===== src/hw/rtl/lpht_pkg.sv =====
// Shared types and constants of the linear-probe hash table.
// Used by every module of the block; depends on nothing else.
package lpht_pkg;

    localparam int KEY_W   = 31;
    localparam int VAL_W   = 32;
    localparam int CFG_W   = 5;
    localparam int ACT_W   = 2;
    localparam int MARK_W  = 2;
    localparam int STAT_W  = 2;

    // The size register cannot address more slots than this.
    localparam int MAX_USED = (1 << CFG_W) - 1;

    localparam logic [CFG_W-1:0] TSIZE_RESET = 5'd10;
    localparam logic [VAL_W-1:0] NO_VALUE    = {VAL_W{1'b1}};

    // Stream packing.
    localparam int IN_TDATA_W  = ((KEY_W + VAL_W + 7) / 8) * 8;
    localparam int OUT_BITS    = 1 + VAL_W + STAT_W;
    localparam int OUT_TDATA_W = ((OUT_BITS + 7) / 8) * 8;
    localparam int OUT_PAD_W   = OUT_TDATA_W - OUT_BITS;

    // Modulo unit: two quotient bits per cycle over a zero-extended key.
    localparam int DIV_W     = KEY_W + 1;
    localparam int DIV_STEPS = DIV_W / 2;
    localparam int DIV_CNT_W = $clog2(DIV_STEPS);

    localparam logic [ACT_W-1:0] ACT_INSERT = 2'd0;
    localparam logic [ACT_W-1:0] ACT_SEARCH = 2'd1;
    localparam logic [ACT_W-1:0] ACT_REMOVE = 2'd2;

    localparam logic [MARK_W-1:0] MARK_EMPTY = 2'd0;
    localparam logic [MARK_W-1:0] MARK_USED  = 2'd1;
    localparam logic [MARK_W-1:0] MARK_GONE  = 2'd2;

    localparam logic [STAT_W-1:0] STAT_OK     = 2'd0;
    localparam logic [STAT_W-1:0] STAT_FULL   = 2'd1;
    localparam logic [STAT_W-1:0] STAT_ABSENT = 2'd2;

    // One write into the slot store.
    typedef struct packed {
        logic              key_we;
        logic              val_we;
        logic              mark_we;
        logic [CFG_W-1:0]  addr;
        logic [KEY_W-1:0]  key;
        logic [VAL_W-1:0]  value;
        logic [MARK_W-1:0] mark;
    } slot_wr_t;

endpackage


===== src/hw/rtl/lpht_mod.sv =====
// Iterative modulo unit: key modulo table size, two bits per cycle.
// Depends on lpht_pkg.
module lpht_mod (
    input  logic                       clk,
    input  logic                       rst_n,
    input  logic                       start,
    input  logic [lpht_pkg::KEY_W-1:0] dividend,
    input  logic [lpht_pkg::CFG_W-1:0] divisor,
    output logic [lpht_pkg::CFG_W-1:0] rem,
    output logic                       done
);
    import lpht_pkg::*;

    logic [DIV_W-1:0]     num_reg;
    logic [CFG_W-1:0]     rem_reg;
    logic [CFG_W-1:0]     div_reg;
    logic [DIV_CNT_W-1:0] cnt_reg;
    logic                 busy_reg;
    logic                 done_reg;

    logic [CFG_W:0] t1, r1, t2, r2;

    // Two restoring steps; the partial remainder always stays below the divisor.
    always_comb
    begin
        t1 = {rem_reg, num_reg[DIV_W-1]};
        r1 = (t1 >= {1'b0, div_reg}) ? t1 - {1'b0, div_reg} : t1;
        t2 = {r1[CFG_W-1:0], num_reg[DIV_W-2]};
        r2 = (t2 >= {1'b0, div_reg}) ? t2 - {1'b0, div_reg} : t2;
    end

    always_ff @(posedge clk or negedge rst_n)
    begin
        if (!rst_n)
        begin
            busy_reg <= 1'b0;
            done_reg <= 1'b0;
            cnt_reg  <= '0;
        end
        else
        begin
            done_reg <= 1'b0;
            if (start)
            begin
                busy_reg <= 1'b1;
                cnt_reg  <= '0;
            end
            else if (busy_reg)
            begin
                cnt_reg <= cnt_reg + 1'b1;
                if (cnt_reg == DIV_CNT_W'(DIV_STEPS - 1))
                begin
                    busy_reg <= 1'b0;
                    done_reg <= 1'b1;
                end
            end
        end
    end

    always_ff @(posedge clk)
    begin
        if (start)
        begin
            num_reg <= {1'b0, dividend};
            rem_reg <= '0;
            div_reg <= divisor;
        end
        else if (busy_reg)
        begin
            num_reg <= {num_reg[DIV_W-3:0], 2'b00};
            rem_reg <= r2[CFG_W-1:0];
        end
    end

    assign rem  = rem_reg;
    assign done = done_reg;

endmodule


===== src/hw/rtl/lpht_slots.sv =====
// Slot store: key and value memories with registered reads, and slot marks.
// Depends on lpht_pkg.
module lpht_slots #(
    parameter int DEPTH = 16
) (
    input  logic                       clk,
    input  logic                       rst_n,
    input  lpht_pkg::slot_wr_t         wr,
    input  logic [lpht_pkg::CFG_W-1:0] rd_addr,
    output logic [lpht_pkg::KEY_W-1:0] rd_key,
    output logic [lpht_pkg::VAL_W-1:0] rd_val,
    output logic [lpht_pkg::MARK_W-1:0] rd_mark
);
    import lpht_pkg::*;

    localparam int IW = (DEPTH > 1) ? $clog2(DEPTH) : 1;

    logic [KEY_W-1:0]  key_mem [DEPTH];
    logic [VAL_W-1:0]  val_mem [DEPTH];
    logic [MARK_W-1:0] marks_reg [DEPTH];

    logic [KEY_W-1:0]  rd_key_reg;
    logic [VAL_W-1:0]  rd_val_reg;
    logic [MARK_W-1:0] rd_mark_reg;

    always_ff @(posedge clk)
    begin
        if (wr.key_we)
        begin
            key_mem[wr.addr[IW-1:0]] <= wr.key;
        end
        if (wr.val_we)
        begin
            val_mem[wr.addr[IW-1:0]] <= wr.value;
        end
        rd_key_reg  <= key_mem[rd_addr[IW-1:0]];
        rd_val_reg  <= val_mem[rd_addr[IW-1:0]];
        rd_mark_reg <= marks_reg[rd_addr[IW-1:0]];
    end

    // Marks reset to empty at once, so the table starts cleared.
    always_ff @(posedge clk or negedge rst_n)
    begin
        if (!rst_n)
        begin
            for (int i = 0; i < DEPTH; i++)
            begin
                marks_reg[i] <= MARK_EMPTY;
            end
        end
        else if (wr.mark_we)
        begin
            marks_reg[wr.addr[IW-1:0]] <= wr.mark;
        end
    end

    assign rd_key  = rd_key_reg;
    assign rd_val  = rd_val_reg;
    assign rd_mark = rd_mark_reg;

endmodule


===== src/hw/rtl/linear_probe_hash_table.sv =====
// Linear-probe hash table. A request passes through the shared modulo unit (two
// bits a cycle), a step that starts the probe, P probe steps with one registered
// slot read each, where P is the number of slots probed (1 to the table size, at
// most 16), and a final step that loads the result. The input is ready again the
// cycle after the result is loaded, so the block takes one request at a time; an
// unused action skips the modulo unit and the probe and only loads its result.
// A stalled result holds the block in its finishing cycle until the result drains.
// Reset (asynchronous, active low) marks every slot empty at once and sets the
// table size to 10; no clearing pass is needed.
module linear_probe_hash_table #(
    parameter int SLOTS = 16
) (
    input  logic                                clk,
    input  logic                                rst_n,
    // Configuration: table size.
    input  logic                                cfg_we,
    input  logic [lpht_pkg::CFG_W-1:0]          cfg_wdata,
    // Request stream.
    input  logic                                s_tvalid,
    output logic                                s_tready,
    input  logic [lpht_pkg::IN_TDATA_W-1:0]     s_tdata,  // key[30:0], value[62:31], pad
    input  logic [lpht_pkg::ACT_W-1:0]          s_tuser,  // action[1:0]
    // Result stream.
    output logic                                m_tvalid,
    input  logic                                m_tready,
    output logic [lpht_pkg::OUT_TDATA_W-1:0]    m_tdata   // found[0], read_value[32:1],
                                                          // status[34:33], pad
);
    import lpht_pkg::*;

    // Slots beyond what the size register can reach are never used.
    localparam int DEPTH = (SLOTS < MAX_USED) ? SLOTS : MAX_USED;

    localparam logic [1:0] ST_IDLE   = 2'd0;
    localparam logic [1:0] ST_DIV    = 2'd1;
    localparam logic [1:0] ST_PROBE  = 2'd2;
    localparam logic [1:0] ST_FINISH = 2'd3;

    logic [1:0]       state_reg, state_next;
    logic [CFG_W-1:0] tsize_reg;
    logic [CFG_W-1:0] n_cfg;
    logic [CFG_W-1:0] n_reg;
    logic [ACT_W-1:0] act_reg;
    logic [KEY_W-1:0] key_reg;
    logic [VAL_W-1:0] val_reg;

    // Probe bookkeeping.
    logic [CFG_W-1:0] cur_reg;
    logic [CFG_W-1:0] cnt_reg;
    logic             free_v_reg;
    logic [CFG_W-1:0] free_reg;
    logic             hit_reg;
    logic [CFG_W-1:0] hit_idx_reg;
    logic [VAL_W-1:0] hit_val_reg;

    // Result register.
    logic              m_valid_reg;
    logic              found_reg;
    logic [VAL_W-1:0]  rv_reg;
    logic [STAT_W-1:0] status_reg;

    logic              accept;
    logic              act_valid;
    logic              mod_done;
    logic [CFG_W-1:0]  mod_rem;
    logic [CFG_W-1:0]  rd_addr;
    logic [KEY_W-1:0]  rd_key;
    logic [VAL_W-1:0]  rd_val;
    logic [MARK_W-1:0] rd_mark;
    slot_wr_t          wr;

    logic              is_empty, is_used, match, last, stop, free_take;
    logic [CFG_W-1:0]  next_idx;
    logic              out_load;
    logic              found_next;
    logic [VAL_W-1:0]  rv_next;
    logic [STAT_W-1:0] status_next;

    assign s_tready  = (state_reg == ST_IDLE);
    assign accept    = s_tvalid && s_tready;
    assign act_valid = (s_tuser == ACT_INSERT) || (s_tuser == ACT_SEARCH)
                       || (s_tuser == ACT_REMOVE);

    // A size of zero acts as one slot; a size beyond the store acts as the whole store.
    always_comb
    begin
        if (tsize_reg == '0)
        begin
            n_cfg = CFG_W'(1);
        end
        else if (int'(tsize_reg) > DEPTH)
        begin
            n_cfg = CFG_W'(DEPTH);
        end
        else
        begin
            n_cfg = tsize_reg;
        end
    end

    lpht_mod u_mod (
        .clk      (clk),
        .rst_n    (rst_n),
        .start    (accept && act_valid),
        .dividend (s_tdata[KEY_W-1:0]),
        .divisor  (n_cfg),
        .rem      (mod_rem),
        .done     (mod_done)
    );

    lpht_slots #(
        .DEPTH (DEPTH)
    ) u_slots (
        .clk     (clk),
        .rst_n   (rst_n),
        .wr      (wr),
        .rd_addr (rd_addr),
        .rd_key  (rd_key),
        .rd_val  (rd_val),
        .rd_mark (rd_mark)
    );

    // The slot read in the probe state belongs to cur_reg. The next slot on the
    // chain is read at the same time, since a probe that goes on always moves there.
    always_comb
    begin
        is_empty  = (rd_mark == MARK_EMPTY);
        is_used   = (rd_mark == MARK_USED);
        match     = is_used && (rd_key == key_reg);
        last      = (cnt_reg == n_reg - CFG_W'(1));
        stop      = is_empty || match || last;
        free_take = !free_v_reg && !is_used;
        next_idx  = (cur_reg == n_reg - CFG_W'(1)) ? '0 : cur_reg + CFG_W'(1);
        rd_addr   = (state_reg == ST_DIV) ? mod_rem : next_idx;
    end

    // The finishing cycle loads the result register when it is free or being
    // drained, and commits the write in the same cycle.
    assign out_load = (state_reg == ST_FINISH) && (!m_valid_reg || m_tready);

    always_comb
    begin
        wr          = '0;
        wr.key      = key_reg;
        wr.value    = val_reg;
        wr.mark     = MARK_USED;
        wr.addr     = hit_reg ? hit_idx_reg : free_reg;
        found_next  = 1'b0;
        rv_next     = NO_VALUE;
        status_next = STAT_OK;
        unique case (act_reg)
            ACT_INSERT:
            begin
                found_next = hit_reg;
                if (hit_reg)
                begin
                    wr.val_we = out_load;
                end
                else if (free_v_reg)
                begin
                    wr.key_we  = out_load;
                    wr.val_we  = out_load;
                    wr.mark_we = out_load;
                end
                else
                begin
                    status_next = STAT_FULL;
                end
            end
            ACT_SEARCH:
            begin
                found_next  = hit_reg;
                rv_next     = hit_reg ? hit_val_reg : NO_VALUE;
                status_next = hit_reg ? STAT_OK : STAT_ABSENT;
            end
            ACT_REMOVE:
            begin
                found_next  = hit_reg;
                status_next = hit_reg ? STAT_OK : STAT_ABSENT;
                wr.mark     = MARK_GONE;
                wr.mark_we  = out_load && hit_reg;
            end
            default:
            begin
                found_next = 1'b0;
            end
        endcase
    end

    always_comb
    begin
        state_next = state_reg;
        unique case (state_reg)
            ST_IDLE:
            begin
                if (accept)
                begin
                    state_next = act_valid ? ST_DIV : ST_FINISH;
                end
            end
            ST_DIV:
            begin
                if (mod_done)
                begin
                    state_next = ST_PROBE;
                end
            end
            ST_PROBE:
            begin
                if (stop)
                begin
                    state_next = ST_FINISH;
                end
            end
            ST_FINISH:
            begin
                if (out_load)
                begin
                    state_next = ST_IDLE;
                end
            end
            default:
            begin
                state_next = ST_IDLE;
            end
        endcase
    end

    always_ff @(posedge clk or negedge rst_n)
    begin
        if (!rst_n)
        begin
            state_reg   <= ST_IDLE;
            tsize_reg   <= TSIZE_RESET;
            m_valid_reg <= 1'b0;
            hit_reg     <= 1'b0;
            free_v_reg  <= 1'b0;
        end
        else
        begin
            state_reg <= state_next;
            if (cfg_we)
            begin
                tsize_reg <= cfg_wdata;
            end
            if (out_load)
            begin
                m_valid_reg <= 1'b1;
            end
            else if (m_tready)
            begin
                m_valid_reg <= 1'b0;
            end
            if (accept)
            begin
                hit_reg    <= 1'b0;
                free_v_reg <= 1'b0;
            end
            else if (state_reg == ST_PROBE)
            begin
                if (match)
                begin
                    hit_reg <= 1'b1;
                end
                if (free_take)
                begin
                    free_v_reg <= 1'b1;
                end
            end
        end
    end

    always_ff @(posedge clk)
    begin
        if (accept)
        begin
            act_reg <= s_tuser;
            key_reg <= s_tdata[KEY_W-1:0];
            val_reg <= s_tdata[KEY_W +: VAL_W];
            n_reg   <= n_cfg;
        end
        if (state_reg == ST_DIV && mod_done)
        begin
            cur_reg <= mod_rem;
            cnt_reg <= '0;
        end
        else if (state_reg == ST_PROBE)
        begin
            cur_reg <= next_idx;
            cnt_reg <= cnt_reg + CFG_W'(1);
            if (match)
            begin
                hit_idx_reg <= cur_reg;
                hit_val_reg <= rd_val;
            end
            if (free_take)
            begin
                free_reg <= cur_reg;
            end
        end
        if (out_load)
        begin
            found_reg  <= found_next;
            rv_reg     <= rv_next;
            status_reg <= status_next;
        end
    end

    assign m_tvalid = m_valid_reg;
    assign m_tdata  = {{OUT_PAD_W{1'b0}}, status_reg, rv_reg, found_reg};

endmodule


===== config.mk =====
export PLATFORM = sky130hd
export DESIGN_NAME = linear_probe_hash_table
export DESIGN_NICKNAME = d
export VERILOG_FILES = /design/src/hw/rtl/lpht_pkg.sv /design/src/hw/rtl/lpht_mod.sv /design/src/hw/rtl/lpht_slots.sv /design/src/hw/rtl/linear_probe_hash_table.sv
export SDC_FILE = /design/constraint.sdc
export NUM_CORES = 2
export LEC_CHECK = 0
export BUFFER_PORTS_ARGS = -buffer_cell sky130_fd_sc_hd__buf_2
export CAP_MARGIN = 20
export CELL_PAD_IN_SITES_DETAIL_PLACEMENT = 2
export CELL_PAD_IN_SITES_GLOBAL_PLACEMENT = 2
export CORE_MARGIN = 2
export CORE_UTILIZATION = 41
export CTS_CLUSTER_SIZE = 10
export DETAILED_ROUTE_END_ITERATION = 10
export PLACE_DENSITY_LB_ADDON = 0.2
export REMOVE_ABC_BUFFERS = 1
export SLEW_MARGIN = 15
export SYNTH_ARGS = -nofsm -noshare
export SYNTH_HDL_FRONTEND = slang
export SYNTH_SLANG_ARGS = --single-unit
export TNS_END_PERCENT = 10

===== constraint.sdc =====
create_clock -name clk -period 6 [get_ports clk]
set_input_delay 0.3 -clock clk [delete_from_list [all_inputs] [get_ports clk]]
set_output_delay 0.3 -clock clk [all_outputs]
set_load 0.02 [all_outputs]

After elaboration in Yosys (flattened, before gate mapping)

Memories as Yosys holds them, arrays and structs flattened. A register that Yosys moved wholly into a read port is not among the register bits.
Cells that the tools add are included.

Memory bits (writable): 1008
Output and inout port bits: 42
Bits of input ports: 76
Memories kept: 2
Register bits after elaboration: 247

Memory list:

| memory          | depth | bits a word | read ports | clocked after Yosys merged registers in | write ports | RTL line         | text |
|---|---|---|---|---|---|---|---|
| u_slots.val_mem | 16    | 32          | 1          | 1                                       | 1           | lpht_slots.sv:19 | `logic [VAL_W-1:0] val_mem [DEPTH];` |
| u_slots.key_mem | 16    | 31          | 1          | 1                                       | 1           | lpht_slots.sv:18 | `logic [KEY_W-1:0] key_mem [DEPTH];` |

Equality and inequality tests: 16
Bitwise logic cells: 3
Reductions and logical operators: 35
Add/subtract/negate cells: 6
Order comparisons: 6
Multiplexer cells: 54

Operator list:

| cell                | number |
|---|---|
| $mux 31             | 2 |
| $mux 5              | 7 |
| $bwmux 32           | 1 |
| $eq 31x31->1        | 1 |
| $mux 2              | 12 |
| $mux 1              | 22 |
| $mux 4              | 4 |
| $ge 6x5->1          | 2 |
| $reduce_bool 2->1   | 6 |
| $add 5x1->5 const B | 2 |
| $eq 5x5->1          | 2 |
| $ge 5x5->1 const B  | 2 |
| $not 4->5           | 2 |
| $sub 5x5->5         | 2 |
| $bmux 2 s4          | 1 |
| $demux 2 s4         | 1 |
| $eq 2x1->1 const B  | 4 |
| $eq 2x2->1 const B  | 4 |
| $logic_and 1x1->1   | 8 |
| $logic_not 2->1     | 4 |
| $pmux 2 s4          | 1 |
| $reduce_and 2->1    | 3 |
| $reduce_and 3->1    | 2 |
| $gt 5x5->1 const B  | 1 |
| other kinds (16)    | 24 |

Logic depth before layout (Yosys ltp)

Depth in word-level cells: 8
Gate-level depth with buffers: 18

By module

From an unflattened synthesis, not the netlist that was laid out.

Cells, all modules: 2325
Area, all modules: 49671.4 sq um

By module, submodules not included:

| module                  | instances | cells an instance | seq. area each (sq um) | area each (sq um) |
|---|---|---|---|---|
| lpht_slots              | 1         | 1752              | 32371.0                | 40720.3 |
| linear_probe_hash_table | 1         | 393               | 4917.2                 | 6527.5 |
| lpht_mod                | 1         | 180               | 1351.3                 | 2423.6 |

Worst setup path after synthesis

No wires, ideal clock.

Path kind: register -> register
Start point: reg state_reg[1]
End point: reg hit_idx_reg[0], enable pin
Stages on the path, launching flop included: 11
Arrival: 5.660 ns
Period minus slack after synthesis: 6.193 ns
Library setup time: 0.533 ns
Required time: 5.467 ns
Path slack: -0.193 ns
Path buffers: 6
Cells stage by stage: dfrtp_1 > inv_1 > ha_1 > buf_2 > clkbuf_1 > clkbuf_1 > clkbuf_1 > buf_2 > and2_1 > clkbuf_1 > nor4b_1

Cells in the longest elaborated chain, start to end: 4

RTL lines:

| item                         | RTL line                       | text |
|---|---|---|
| start, declared              | linear_probe_hash_table.sv:39  | `logic [1:0] state_reg, state_next;` |
| start signal, assigned       | linear_probe_hash_table.sv:241 | `state_reg <= state_next;` |
| $eq 2x1->1                   | linear_probe_hash_table.sv:282 | `if (state_reg == ST_DIV && mod_done)` |
| $logic_and 1x1->1            | linear_probe_hash_table.sv:282 |  |
| $not 1->1 (no line)          | n/a                            |  |
| $reduce_and 3->1 (no line) * | n/a                            |  |
| end signal, assigned         | linear_probe_hash_table.sv:293 | `hit_idx_reg <= cur_reg;` |
| end, declared                | linear_probe_hash_table.sv:53  | `logic [CFG_W-1:0] hit_idx_reg;` |

Every way passes the cells marked *; elsewhere a longest branch is shown, timed or not.
A chain may end at the register's enable or synchronous reset.

Final worst setup path

Start point: reg cur_reg[0]
End point: reg u_slots.rd_val_reg[9] (netlist: u_slots.rd_val[9]) (read register of u_slots.val_mem)

Cells in the longest elaborated chain, start to end: 3

RTL lines:

| item                                      | RTL line                       | text |
|---|---|---|
| start, declared                           | linear_probe_hash_table.sv:48  | `logic [CFG_W-1:0] cur_reg;` |
| start signal, assigned                    | linear_probe_hash_table.sv:284 | `cur_reg <= mod_rem;` |
| start signal, assigned                    | linear_probe_hash_table.sv:289 | `cur_reg <= next_idx;` |
| $add 5x1->5 or $eq 5x5->1 (tied branches) | linear_probe_hash_table.sv:133 | `next_idx = (cur_reg == n_reg - CFG_W'(1)) ? '0 : cur_reg + CFG_W'(1);` |
| $mux 5 *                                  | linear_probe_hash_table.sv:133 |  |
| $mux 4 *                                  | linear_probe_hash_table.sv:134 | `rd_addr = (state_reg == ST_DIV) ? mod_rem : next_idx;` |
| end, declared                             | lpht_slots.sv:23               | `logic [VAL_W-1:0] rd_val_reg;` |

Marks and branches as above.

==> flow_summary.ini <==
[outcome]
status = finished clean

[die]
io_pins = 118
floorplan.die_area_um2 = 158500
placement_rows = 144
core_area_um2 = 154200
initial_utilization = 0.4128
vert_die_dim_um = 398.1
die_width_um = 398.1

[finish]
final_layout_size_suffix_gt1_frac = 0.1123
largest_reg_flops = 512
area_growth_syn_to_layout_pct = 12.75
design.final.nets = 5005
layoutNonFillerInstCount = 7070

[logic_synthesis]
synth_async_sr_flop_share = 0.03642
synth_top_cells_by_area = edfxtp_1 (56%), mux2i_1 (7.9%), a221oi_1 (6.5%), a21oi_1 (4.0%), a221o_1 (3.7%)
number_of_enable_type_register_cells_in_the_synthesized_netlist = 1194
netlist-cell-type-count = 66
synth_ff_type = edfxtp_1
synthCells = 4929
syn_area_per_cell_um2 = 12.92
post-synth-top-area-cell = edfxtp_1
synthDominantCellAreaShare = 0.5631
part_of_the_yosys_area_used_for_sequential_elements = 0.6059
syn_area_um2 = 63670
yosys_register_bits = 1318
synth.yosys.warnings = 0

[critical_path]
ff2ff_setup_slack_ns = 1.12
end_kind = flip-flop
cp.arrival_ns = 5.61
regToRegEndpoint = u_slots.rd_val[9]$_DFF_P_
worstPathMaxFanout = 19
path_class = flip-flop to flip-flop
crit-reg2reg-launch = cur_reg[0]$_DFFE_PP_
worstRegToRegCells = 8
critical_path_required_ns = 6.73
cp-endpoint = u_slots.rd_val[9]$_DFF_P_
setup.worst_path.start = cur_reg[0]$_DFFE_PP_
cp-start-kind = flip-flop

[placed_design]
dp.final_hpwl_um = 114600
dp.cells = 6711
gp_congestion = 0.7368
buffer_ports.inserted = 111

[sta]
maxSlewViolCount = 0
worst_clock_skew_ns = 0.02512
grt_setup_unrepaired = false
max_slew.worst_pin.slew_ns = 1.201
finalHoldViolations = 0
setup_viol_count_final = 0
max_freq_mhz = 204.9
fin_hold_ws_ns = 0.1400
slew-limit-headroom = 0.1977
post-route-period-util = 0.8132
final.min_clock_period_ns = 4.879

[route]
wire_per_inst_um = 32.19
first_pass_iteration_count_of_the_detailed_router = 6
drt_wl_total_um = 227600
dr.first_iter.drc_count = 4415
drcViolationCount = 0
postRouteAntennaNets = 0
route.vias.total = 48190
vias_per_cell = 6.817

[global_routing]
grt_pass1_wl_um = 334400
grt-ovfl-total = 0
grt_antenna_before_repair = 2
maximum_number_of_pins_on_one_net_before_global_route_repair = 181
number_of_global_route_vias_before_repair = 51820
global_route.usage.total = 0.2803

[clock_tree]
clock_latency_ns = 0.81
htree_num_levels = 4
postCtsSetupBuffers = 0
tritoncts_num_sinks = 1318
maximum_clock_path_buffer_count = 3
tritoncts = done
cts_inserted_buffers = 158
path_clk_slew_ns = 0.05
root_buffer = clkbuf_16

[worst_hold_path]
hold_path_depth = 4
worstHoldPathType = primary input to flip-flop

[power_and_ir_drop]
powerDensity_nw_per_um2 = 605.7
worst_ir_drop_vdd_mv = 0.6048
leakage_nw = 24.10

[flow_run]
cap_viol_max_count = 0
-- worst min-delay path by stage --
stage | start | to | slack, ns
floorplan | rst_n | free_v_reg$_DFFE_PN0P_ | 0.004
global placement | u_slots.rd_val[23]$_DFF_P_ | hit_val_reg[23]$_DFFE_PP_ | 0.39
detailed placement | u_slots.rd_val[23]$_DFF_P_ | hit_val_reg[23]$_DFFE_PP_ | 0.39
CTS | s_tvalid | state_reg[1]$_DFFE_PN0P_ | 0.1
global route | s_tvalid | state_reg[1]$_DFFE_PN0P_ | 0.14
finish | s_tvalid | state_reg[1]$_DFFE_PN0P_ | 0.14
-- power breakdown --
part | total, W | leakage, nW | switching [W] | internal, W
Clock | 0.00910 | 2.30 | 0.00389 | 0.00522
Sequential | 0.0119 | 12.0 | 0.000762 | 0.0112
Combinational | 0.0225 | 9.82 | 0.0145 | 0.00798
Total | 0.0435 | 24.1 | 0.0191 | 0.0244
-- layout make-up --
cell class                      instances  area, um^2
Antenna cell                            2       5.005
Inverter                               24       102.6
Timing Repair Buffer                  305        2471
Clock inverter                         25       264.0
Sequential cell                      1318       38580
Multi-Input combinational cell       3098       23300
Clock buffer                          254        4508
Tap cell                             2044        2557
Fill cell                           14970       82440
-- stage by stage --
stage / utilization / instance area, um^2 / total power [W] / TNS (ns) / setup WS (ns)
CTS: 0.4654 / 71770 / 0.04351 / 0 / 1.175
global route: 0.4654 / 71780 / 0.04574 / 0 / 1.012
finish: 0.4655 / 71790 / 0.04348 / 0 / 1.121
global placement: 0.4293 / 66220 / 0.03336 / 0 / 1.401
floorplan: - / 61670 / 0.02325 / -4252.88 / -54.16
detailed placement: 0.4294 / 66230 / 0.03419 / 0 / 1.204
-- routing by layer --
metal / global-route usage / up-vias / wire [um]
met5: 0 / - / 0
met4: 0.1018 / 0 / 7735
met3: 0.03514 / 463 / 11880
met2: 0.4768 / 1600 / 112300
met1: 0.3669 / 25770 / 95710
li1: - / 20360 / -
-- what timing repair did --
| action | 4_1_cts | 5_1_grt |
|---|---|---|
| setup endpoints to repair | 0 | 0 |
| hold buffers | 77 | 0 |
| resized for setup | 0 | 0 |
| hold endpoints to repair | 147 | 0 |
-- cells in the mapped netlist (17+ instances only) --
master and count:
dfxtp_1 76, a211o_1 25, buf_2 56, and3_1 17
inv_1 22, edfxtp_1 1194, nand4_1 58, mux2i_1 500
nand2_1 128, nor2_1 258, or2_2 35, o22ai_1 29
a22oi_1 280, nor3_1 55, a221o_1 234, clkbuf_1 348
dfrtp_1 46, mux2_2 48, a2111oi_0 24, a21oi_1 504
o22a_1 27, nand3_1 59, xor2_1 50, a221oi_1 471
ha_1 22, o211ai_1 129, buf_1 72
-- critical path, cell delays in order (launching register included) --
cell and delay, ns:
edfxtp_1 0.68, nand2b_1 0.17, o21ai_0 0.19, a21oi_1 0.73, a21oi_2 0.27, o21ai_4 0.97, nand2_1 1.04, o22ai_1 0.53
or4_1 0.18
-- layout by cell type, fill, tap and decap left out, types with 27 or more instances in the layout --
cell type / netlist / layout
edfxtp_1: 1194 / 1194
a21oi_1: 504 / 504
mux2i_1: 500 / 500
a221oi_1: 471 / 471
a22oi_1: 280 / 280
nor2_1: 258 / 255
a221o_1: 234 / 234
clkbuf_16: 0 / 161
o211ai_1: 129 / 129
nand2_1: 128 / 128
buf_2: 56 / 111
buf_4: 10 / 95
clkbuf_1: 348 / 80
dlygate4sd3_1: 0 / 77
dfxtp_1: 76 / 75
nand3_1: 59 / 59
nand4_1: 58 / 58
xor2_1: 50 / 50
mux2_2: 48 / 48
dfrtp_1: 46 / 46
or2_2: 35 / 36
o22ai_1: 29 / 29
nor3_2: 0 / 28
o22a_1: 27 / 27
-- cells by family after synthesis --
logic type,synth area share
fa+ha+maj,0.004952
compound gates,0.2110
buf+inv,0.03299
xor+xnor,0.008234
flops,0.6059
simple gates,0.04978
mux,0.08709
other cells,0.00005890
(Power assumes the default switching activity.)
